$ cat src/i2cram_pkg.sv
// Shared types, widths and codes of the I2C register access master.
package i2cram_pkg;

   // Field widths of the request and response transactions and of the configuration register index.
   localparam int unsigned ReqTypeWidth = 2;
   localparam int unsigned ByteWidth    = 8;
   localparam int unsigned CountWidth   = 5;
   localparam int unsigned CsrIdxWidth  = 1;

   // Longest burst read, in bytes.
   localparam logic [CountWidth-1:0] MAX_BURST = 5'd16;

   // Reset values of the configuration registers.
   localparam logic [ByteWidth-1:0] HALF_PERIOD_RESET = 8'd5;
   localparam logic [ByteWidth-1:0] ACK_TIMEOUT_RESET = 8'd250;

   // Request codes.
   localparam logic [ReqTypeWidth-1:0] REQ_TICK  = 2'd0;
   localparam logic [ReqTypeWidth-1:0] REQ_WRITE = 2'd1;
   localparam logic [ReqTypeWidth-1:0] REQ_READ  = 2'd2;

   // Configuration register indexes.
   localparam logic [CsrIdxWidth-1:0] CSR_HALF_PERIOD = 1'd0;
   localparam logic [CsrIdxWidth-1:0] CSR_ACK_TIMEOUT = 1'd1;

   // One request transaction.
   typedef struct packed {
      logic [ReqTypeWidth-1:0] req_type;
      logic [ByteWidth-1:0]    device_addr;
      logic [ByteWidth-1:0]    reg_addr;
      logic [ByteWidth-1:0]    write_data;
      logic [CountWidth-1:0]   read_count;
      logic                    sda_sample;
   } req_payload_type;

   // One response transaction.
   typedef struct packed {
      logic                 scl_level;
      logic                 sda_level;
      logic                 sda_drive;
      logic                 busy_res;
      logic [ByteWidth-1:0] read_byte;
      logic                 read_valid;
      logic                 last;
      logic                 ack_error;
   } rsp_payload_type;

   // Configuration values handed to the sequencer.
   typedef struct packed {
      logic [ByteWidth-1:0] half_period_ticks;
      logic [ByteWidth-1:0] ack_timeout_ticks;
   } cfg_type;

endpackage

$ cat src/i2cram_seq.sv
// Bus phase sequencer: holds transaction state and computes one tick per step.
module i2cram_seq import i2cram_pkg::*;
(
   input  logic            clock,
   input  logic            reset,
   input  logic            step_en,
   input  req_payload_type req,
   input  cfg_type         cfg,
   output rsp_payload_type rsp
);

   typedef enum logic [3:0] {
      PH_IDLE, PH_ST_HI, PH_ST_LO, PH_TX_LOW, PH_TX_HIGH, PH_AK_LOW, PH_AK_HIGH,
      PH_AK_POLL, PH_RS_LOW, PH_RX_LOW, PH_RX_HIGH, PH_MA_LOW, PH_MA_HIGH,
      PH_SP_A, PH_SP_B, PH_SP_C
   } phase_type;

   // Which byte of the address sequence is being sent.
   typedef enum logic [1:0] {
      SEQ_DEV, SEQ_REG, SEQ_DATA, SEQ_RDEV
   } seq_type;

   phase_type             phase_ff, phase_in;
   seq_type               seq_ff, seq_in;
   logic [ByteWidth-1:0]  tick_ff, tick_in;
   logic [3:0]            bit_ff, bit_in;
   logic [ByteWidth-1:0]  shift_ff, shift_in;
   logic [CountWidth-1:0] left_ff, left_in;
   logic [ByteWidth-1:0]  wait_ff, wait_in;
   logic [ByteWidth-1:0]  dev_ff, dev_in;
   logic [ByteWidth-1:0]  reg_ff, reg_in;
   logic [ByteWidth-1:0]  data_ff, data_in;
   logic                  is_read_ff, is_read_in;
   logic                  abort_ff, abort_in;

   logic                  start;
   logic                  end_phase;
   logic [ByteWidth-1:0]  hp;
   logic [CountWidth-1:0] count;
   logic [ByteWidth-1:0]  rx_byte;

   // A write or read request starts only on an idle bus.
   assign start = (phase_ff == PH_IDLE) &&
                  ((req.req_type == REQ_WRITE) || (req.req_type == REQ_READ));
   assign hp = (cfg.half_period_ticks == '0) ? 8'd1 : cfg.half_period_ticks;

   // Clamp the burst length into one to MAX_BURST.
   always_comb begin
      count = req.read_count;
      if (count == '0) begin
         count = 5'd1;
      end
      if (count > MAX_BURST) begin
         count = MAX_BURST;
      end
   end

   // Next state and response of one tick.
   always_comb begin
      phase_in   = phase_ff;
      seq_in     = seq_ff;
      tick_in    = tick_ff;
      bit_in     = bit_ff;
      shift_in   = shift_ff;
      left_in    = left_ff;
      wait_in    = wait_ff;
      dev_in     = dev_ff;
      reg_in     = reg_ff;
      data_in    = data_ff;
      is_read_in = is_read_ff;
      abort_in   = abort_ff;
      end_phase  = 1'b0;
      rx_byte    = '0;
      rsp        = '0;
      rsp.scl_level = 1'b1;
      rsp.sda_level = 1'b1;
      rsp.sda_drive = 1'b1;

      // Latch a new request; the first start phase runs on this same tick.
      if (start) begin
         dev_in     = req.device_addr;
         reg_in     = req.reg_addr;
         data_in    = req.write_data;
         is_read_in = (req.req_type == REQ_READ);
         left_in    = count;
         seq_in     = SEQ_DEV;
         abort_in   = 1'b0;
         wait_in    = '0;
         tick_in    = '0;
         bit_in     = '0;
         shift_in   = '0;
         phase_in   = PH_ST_HI;
      end

      if (phase_in != PH_IDLE) begin
         rsp.busy_res = 1'b1;
         // Every phase but the acknowledge poll lasts hp ticks.
         if (phase_in != PH_AK_POLL) begin
            end_phase = ({1'b0, tick_in} + 9'd1) >= {1'b0, hp};
            tick_in   = end_phase ? '0 : tick_in + 8'd1;
         end
         case (phase_in)
            PH_ST_HI: begin
               if (end_phase) phase_in = PH_ST_LO;
            end
            PH_ST_LO: begin
               rsp.sda_level = 1'b0;
               if (end_phase) begin
                  shift_in = (seq_in == SEQ_RDEV) ? dev_in + 8'd1 : dev_in;
                  bit_in   = '0;
                  phase_in = PH_TX_LOW;
               end
            end
            PH_TX_LOW: begin
               rsp.scl_level = 1'b0;
               rsp.sda_level = shift_in[7];
               if (end_phase) phase_in = PH_TX_HIGH;
            end
            PH_TX_HIGH: begin
               rsp.sda_level = shift_in[7];
               if (end_phase) begin
                  shift_in = {shift_in[6:0], 1'b0};
                  bit_in   = bit_in + 4'd1;
                  phase_in = (bit_in >= 4'd8) ? PH_AK_LOW : PH_TX_LOW;
               end
            end
            PH_AK_LOW: begin
               rsp.scl_level = 1'b0;
               rsp.sda_drive = 1'b0;
               if (end_phase) begin
                  wait_in  = '0;
                  phase_in = PH_AK_HIGH;
               end
            end
            PH_AK_HIGH: begin
               rsp.sda_drive = 1'b0;
               if (end_phase) phase_in = PH_AK_POLL;
            end
            PH_AK_POLL: begin
               rsp.sda_drive = 1'b0;
               tick_in = '0;
               if (!req.sda_sample) begin
                  // Acknowledged: move on to the next byte of the sequence.
                  case (seq_in)
                     SEQ_DEV: begin
                        seq_in   = SEQ_REG;
                        shift_in = reg_in;
                        bit_in   = '0;
                        phase_in = PH_TX_LOW;
                     end
                     SEQ_REG: begin
                        if (is_read_in) begin
                           seq_in   = SEQ_RDEV;
                           phase_in = PH_RS_LOW;
                        end else begin
                           seq_in   = SEQ_DATA;
                           shift_in = data_in;
                           bit_in   = '0;
                           phase_in = PH_TX_LOW;
                        end
                     end
                     SEQ_DATA: begin
                        phase_in = PH_SP_A;
                     end
                     default: begin
                        shift_in = '0;
                        bit_in   = '0;
                        phase_in = PH_RX_LOW;
                     end
                  endcase
               end else if (wait_in >= cfg.ack_timeout_ticks) begin
                  abort_in = 1'b1;
                  phase_in = PH_SP_A;
               end else begin
                  wait_in = wait_in + 8'd1;
               end
            end
            PH_RS_LOW: begin
               rsp.scl_level = 1'b0;
               if (end_phase) phase_in = PH_ST_HI;
            end
            PH_RX_LOW: begin
               rsp.scl_level = 1'b0;
               rsp.sda_drive = 1'b0;
               if (end_phase) phase_in = PH_RX_HIGH;
            end
            PH_RX_HIGH: begin
               rsp.sda_drive = 1'b0;
               if (end_phase) begin
                  rx_byte  = {shift_in[6:0], req.sda_sample};
                  shift_in = rx_byte;
                  bit_in   = bit_in + 4'd1;
                  if (bit_in >= 4'd8) begin
                     rsp.read_byte  = rx_byte;
                     rsp.read_valid = 1'b1;
                     if (left_in != '0) begin
                        left_in = left_in - 5'd1;
                     end
                     phase_in = PH_MA_LOW;
                  end else begin
                     phase_in = PH_RX_LOW;
                  end
               end
            end
            PH_MA_LOW: begin
               // ACK every byte but the last, which gets NACK.
               rsp.scl_level = 1'b0;
               rsp.sda_level = (left_in == '0);
               if (end_phase) phase_in = PH_MA_HIGH;
            end
            PH_MA_HIGH: begin
               rsp.sda_level = (left_in == '0);
               if (end_phase) begin
                  if (left_in != '0) begin
                     shift_in = '0;
                     bit_in   = '0;
                     phase_in = PH_RX_LOW;
                  end else begin
                     phase_in = PH_SP_A;
                  end
               end
            end
            PH_SP_A: begin
               rsp.scl_level = 1'b0;
               rsp.sda_level = 1'b0;
               if (end_phase) phase_in = PH_SP_B;
            end
            PH_SP_B: begin
               rsp.sda_level = 1'b0;
               if (end_phase) phase_in = PH_SP_C;
            end
            default: begin
               // Final stop phase: SDA rises while SCL is high.
               if (end_phase) begin
                  rsp.last      = 1'b1;
                  rsp.ack_error = abort_in;
                  abort_in      = 1'b0;
                  seq_in        = SEQ_DEV;
                  phase_in      = PH_IDLE;
               end
            end
         endcase
      end
   end

   // State registers advance once per processed tick.
   always_ff @(posedge clock) begin
      if (reset) begin
         phase_ff   <= PH_IDLE;
         seq_ff     <= SEQ_DEV;
         tick_ff    <= '0;
         bit_ff     <= '0;
         shift_ff   <= '0;
         left_ff    <= '0;
         wait_ff    <= '0;
         dev_ff     <= '0;
         reg_ff     <= '0;
         data_ff    <= '0;
         is_read_ff <= 1'b0;
         abort_ff   <= 1'b0;
      end else if (step_en) begin
         phase_ff   <= phase_in;
         seq_ff     <= seq_in;
         tick_ff    <= tick_in;
         bit_ff     <= bit_in;
         shift_ff   <= shift_in;
         left_ff    <= left_in;
         wait_ff    <= wait_in;
         dev_ff     <= dev_in;
         reg_ff     <= reg_in;
         data_ff    <= data_in;
         is_read_ff <= is_read_in;
         abort_ff   <= abort_in;
      end
   end

endmodule

$ cat config.mk
export PLATFORM = sky130hd
export DESIGN_NAME = i2cram_seq
export DESIGN_NICKNAME = d
export VERILOG_FILES = /design/src/i2cram_pkg.sv /design/src/i2cram_seq.sv
export SDC_FILE = /design/constraint.sdc
export NUM_CORES = 1
export LEC_CHECK = 0
export BUFFER_PORTS_ARGS = -buffer_cell sky130_fd_sc_hd__buf_2
export CORE_MARGIN = 2
export CORE_UTILIZATION = 30
export CTS_CLUSTER_SIZE = 30
export DETAILED_ROUTE_END_ITERATION = 6
export PLACE_DENSITY = 0.46
export SYNTH_ARGS = -nofsm -noshare
export SYNTH_HDL_FRONTEND = slang
export SYNTH_SLANG_ARGS = --single-unit
$ cat constraint.sdc
create_clock -name clock -period 13.4 [get_ports clock]
set_input_delay 0.67 -clock clock [delete_from_list [all_inputs] [get_ports clock]]
set_output_delay 0.67 -clock clock [all_outputs]
set_load 0.1 [all_outputs]
==> summary.md <==
| Metric | Value |
|---|---|
| Outcome | finished, final reports clean |
| Sw frac | 29.9% |
| H-tree levels | 3 |
| CP peak stage delay | 0.68 ns |
| Slew @ Worst Pin | 1.15 ns |
| Mapped Cells | 689 |
| # fillers | 1,797 |
| Wire length per cell | 17.8 µm |
| CTS tree | yes |
| Max Slew Vio Count | 0 |
| Routed WL | 16.8 mm |
| Die X | 135 µm |
| PwrDens | 97.1 nW/µm² |
| CP bufs+invs | 5 |
| # diodes | 0 |
| Place WS | 7.58 ns |
| Synth cell types | 74 |
| DIE AREA | 18,200 µm² |
| Die Span Y | 135 µm |
| R2R cell count | 16 |
| Leakage power | 0.00231 µW |
| Worst hold path type | flop to flop |
| Max-slew headroom | 22.8% |
| Core area | 16,700 µm² |
| Io pins | 66 |
| Max clock buf depth | 2 |
| Combinational power share | 18.7% |
| CP startpoint kind | primary input |
| CP max FO | 10 |
| VDD IR-drop max | 0.0578 mV |
| Sw Pwr | 170 µW |
| Worst setup margin | 7.50 ns |
| Syn-to-layout area delta | 13.9% |
| Overall routing resource usage | 18.7% |
| RSZ-0062 raised after global routing | false |
| Ys flop type | dfxtp_1 |
| CTS Hold Bufs | 0 |
| Post-synth EDFFs | 0 |
| Fin cells | 948 |
| Max Cap Viol | 0 |
| Synthesized net count | 768 |
| WP depth | 19 |
| Seq/Total Area, Yosys | 25.2% |
| Crit path DAT | 5.23 ns |
| Clk_lat worst skew | 0.34 ns |
| Fraction of layout cells with a size suffix above 1 | 16.2% |
| Initial Utilization | 30.9% |
| CP endpoint kind | primary output |
| First-pass GRT wire length | 26.8 mm |
| CP Data Required Time | 12.73 ns |
| Core Rows | 47 |
| Root Buffer | clkbuf_16 |
| Yosys top cell by area | dfxtp_1 |
| Synth top cells by count | nand2_1, dfxtp_1, a21oi_1 |
| Clock period minus worst slack | 5.90 ns |
| Period utilization | 44.0% |
| Port bufs | 65 |
| Final setup vio count | 0 |
| Clock transition at path regs | 0.06 ns |
| Async SR Flop Fraction | 0% |
| Final hold vios | 0 |
| Vias | 5,253 |
| Pin count of the biggest net entering global routing | 74 |
| Clk pwr share | 44.8% |
| Skew final | 0.00878 ns |
| Syn Area/Cell | 7.48 µm² |
| Grt ovf | 0 |
| Post-CTS setup buffer count | 0 |
| Area contributors post-synth | dfxtp_1, nand2_1, ha_1 |
| DRT antenna net count | 0 |
| Worst Hold Depth | 2 |
| Flop pwr share | 36.5% |
| Fmax | 169 MHz |
| CP top delay family | simple AND/OR/NAND/NOR gates |
| Placed cell count | 932 |
| Vias/cell | 5.54 |
| Drt initial violations | 457 |
| Top-count cell post-synth | nand2_1 |
| Yosys warns | 0 |
| # DRC | 0 |
| Gpl congestion | 0.885 |
| Crit-path slowest cell | ha_1 |
| Initial antenna violation count | 0 |
| Drt pass-1 iters | 5 |
| Post-DP HPWL | 11.8 mm |
| Crit-path cells | buf_2, inv_1, ha_1, inv_1, nand2_2, nand2_1, inv_1, ha_1, nand3_1, nor2_1, xnor2_1, nor2_1, ha_1, and3_1, a221oi_1, o21a_1, and2_1, nor3_1, buf_2 |
| Number of global-route vias before repair | 4,870 |
| Power Internal | 399 µW |
| Synth Cell Area | 5150 µm² |
| Sink Count | 65 |
| Setup CP Type | primary input to primary output |
| Setup TNS | 0 ns |
| Share of the synthesized area in the top cell type | 25.2% |
| Num CTS Buffers | 9 |
| Nets | 802 |
| PostCTS Resize Cnt | 0 |
| Register bit total from synthesis | 65 |
## cell type report
type | instances | area [µm²] | area share (%)
multi-input combinational | 546 | 3490 | 59.4
sequential | 65 | 1300 | 22.2
timing repair buffer | 73 | 385 | 6.57
tap | 220 | 275 | 4.69
clock buffer | 11 | 233 | 3.97
inverter | 28 | 105 | 1.79
clock inverter | 5 | 80.1 | 1.36
## per-stage QoR
| step | power [µW] | hold WS, ns | utilization (%) | area, µm² |
|---|---|---|---|---|
| finish | 570 | 0.453 | 35.1 | 5870 |
| global route | 596 | 0.476 | 35.1 | 5870 |
| CTS | 576 | 0.454 | 35.1 | 5870 |
| detailed placement | 318 | 0.446 | 33.3 | 5560 |
| global placement | 317 | 0.438 | 33.3 | 5560 |
| floorplan | 288 | 0.432 | - | 5150 |
## cell families (layout without fill, tap and decap cells)
family	after synthesis	count (layout)	share of synthesized area, %
mux	14	14	2.96
xor+xnor	16	16	2.72
compound gates	206	206	26.9
simple gates	282	282	28.4
buf+inv	78	117	7.06
flops	65	65	25.2
fa+ha+maj	28	28	6.80
## per-layer routing
metal / global-route usage, % / part of all wire, %
met5: 0 / 0
met3: 2.48 / 5.1
met1: 26.7 / 48
met2: 28.5 / 45
met4: 7.29 / 2.1
## sequential cells by signal, summed over array words and instances (netlist names)
| signal | cells |
|---|---|
| seq_ff | 2 |
| left_ff | 5 |
| bit_ff | 4 |
| wait_ff | 8 |
| abort_ff | 1 |
| is_read_ff | 1 |
| data_ff | 8 |
| shift_ff | 8 |
| tick_ff | 8 |
| reg_ff | 8 |
| phase_ff | 4 |
| dev_ff | 8 |
## layout by cell type, fill, tap and decap left out, types with 15 or more instances in the layout
master / instances
nand2_1: 104
dfxtp_1: 65
buf_2: 65
a21oi_1: 58
nor2_1: 41
o21ai_0: 30
inv_1: 28
ha_1: 28
a31oi_1: 19
nand3_1: 18
and2_1: 18
nor3_1: 16
nand2b_1: 15
## power by group through the flow
stage	sequential (µW)	combinational, µW	clock, µW
after floorplan	208	79.8	0
after global placement	212	105	0
after detailed placement	212	105	0
after CTS	208	106	262
after global routing	209	117	269
final	208	106	255
## worst register-to-register path, stage by stage, from the launching register on
cell and delay (ns):
dfxtp_1 0.55, nor4_4 0.85, nand2_2 0.15, and2_1 0.20, ha_1 0.24, nand3_1 0.13, nor2_1 0.10, xnor2_1 0.14
nor2_1 0.07, ha_1 0.33, and3_1 0.17, a221oi_1 0.29, o21a_1 0.45, nand2_2 0.32, nor3_2 0.55, a32oi_1 0.20
nor2_1 0.10
## path summary, 6_finish.rpt
kind	slack [ns]	end	start
worst max-delay path	7.50	rsp[7]	req[30]
worst min-delay path	0.45	data_ff[2]	data_ff[2]
worst max register to register	8.50	tick_ff[2]	phase_ff[0]
worst min register to register	0.45	data_ff[2]	data_ff[2]
Note: power is estimated with default switching activity, not from simulation.
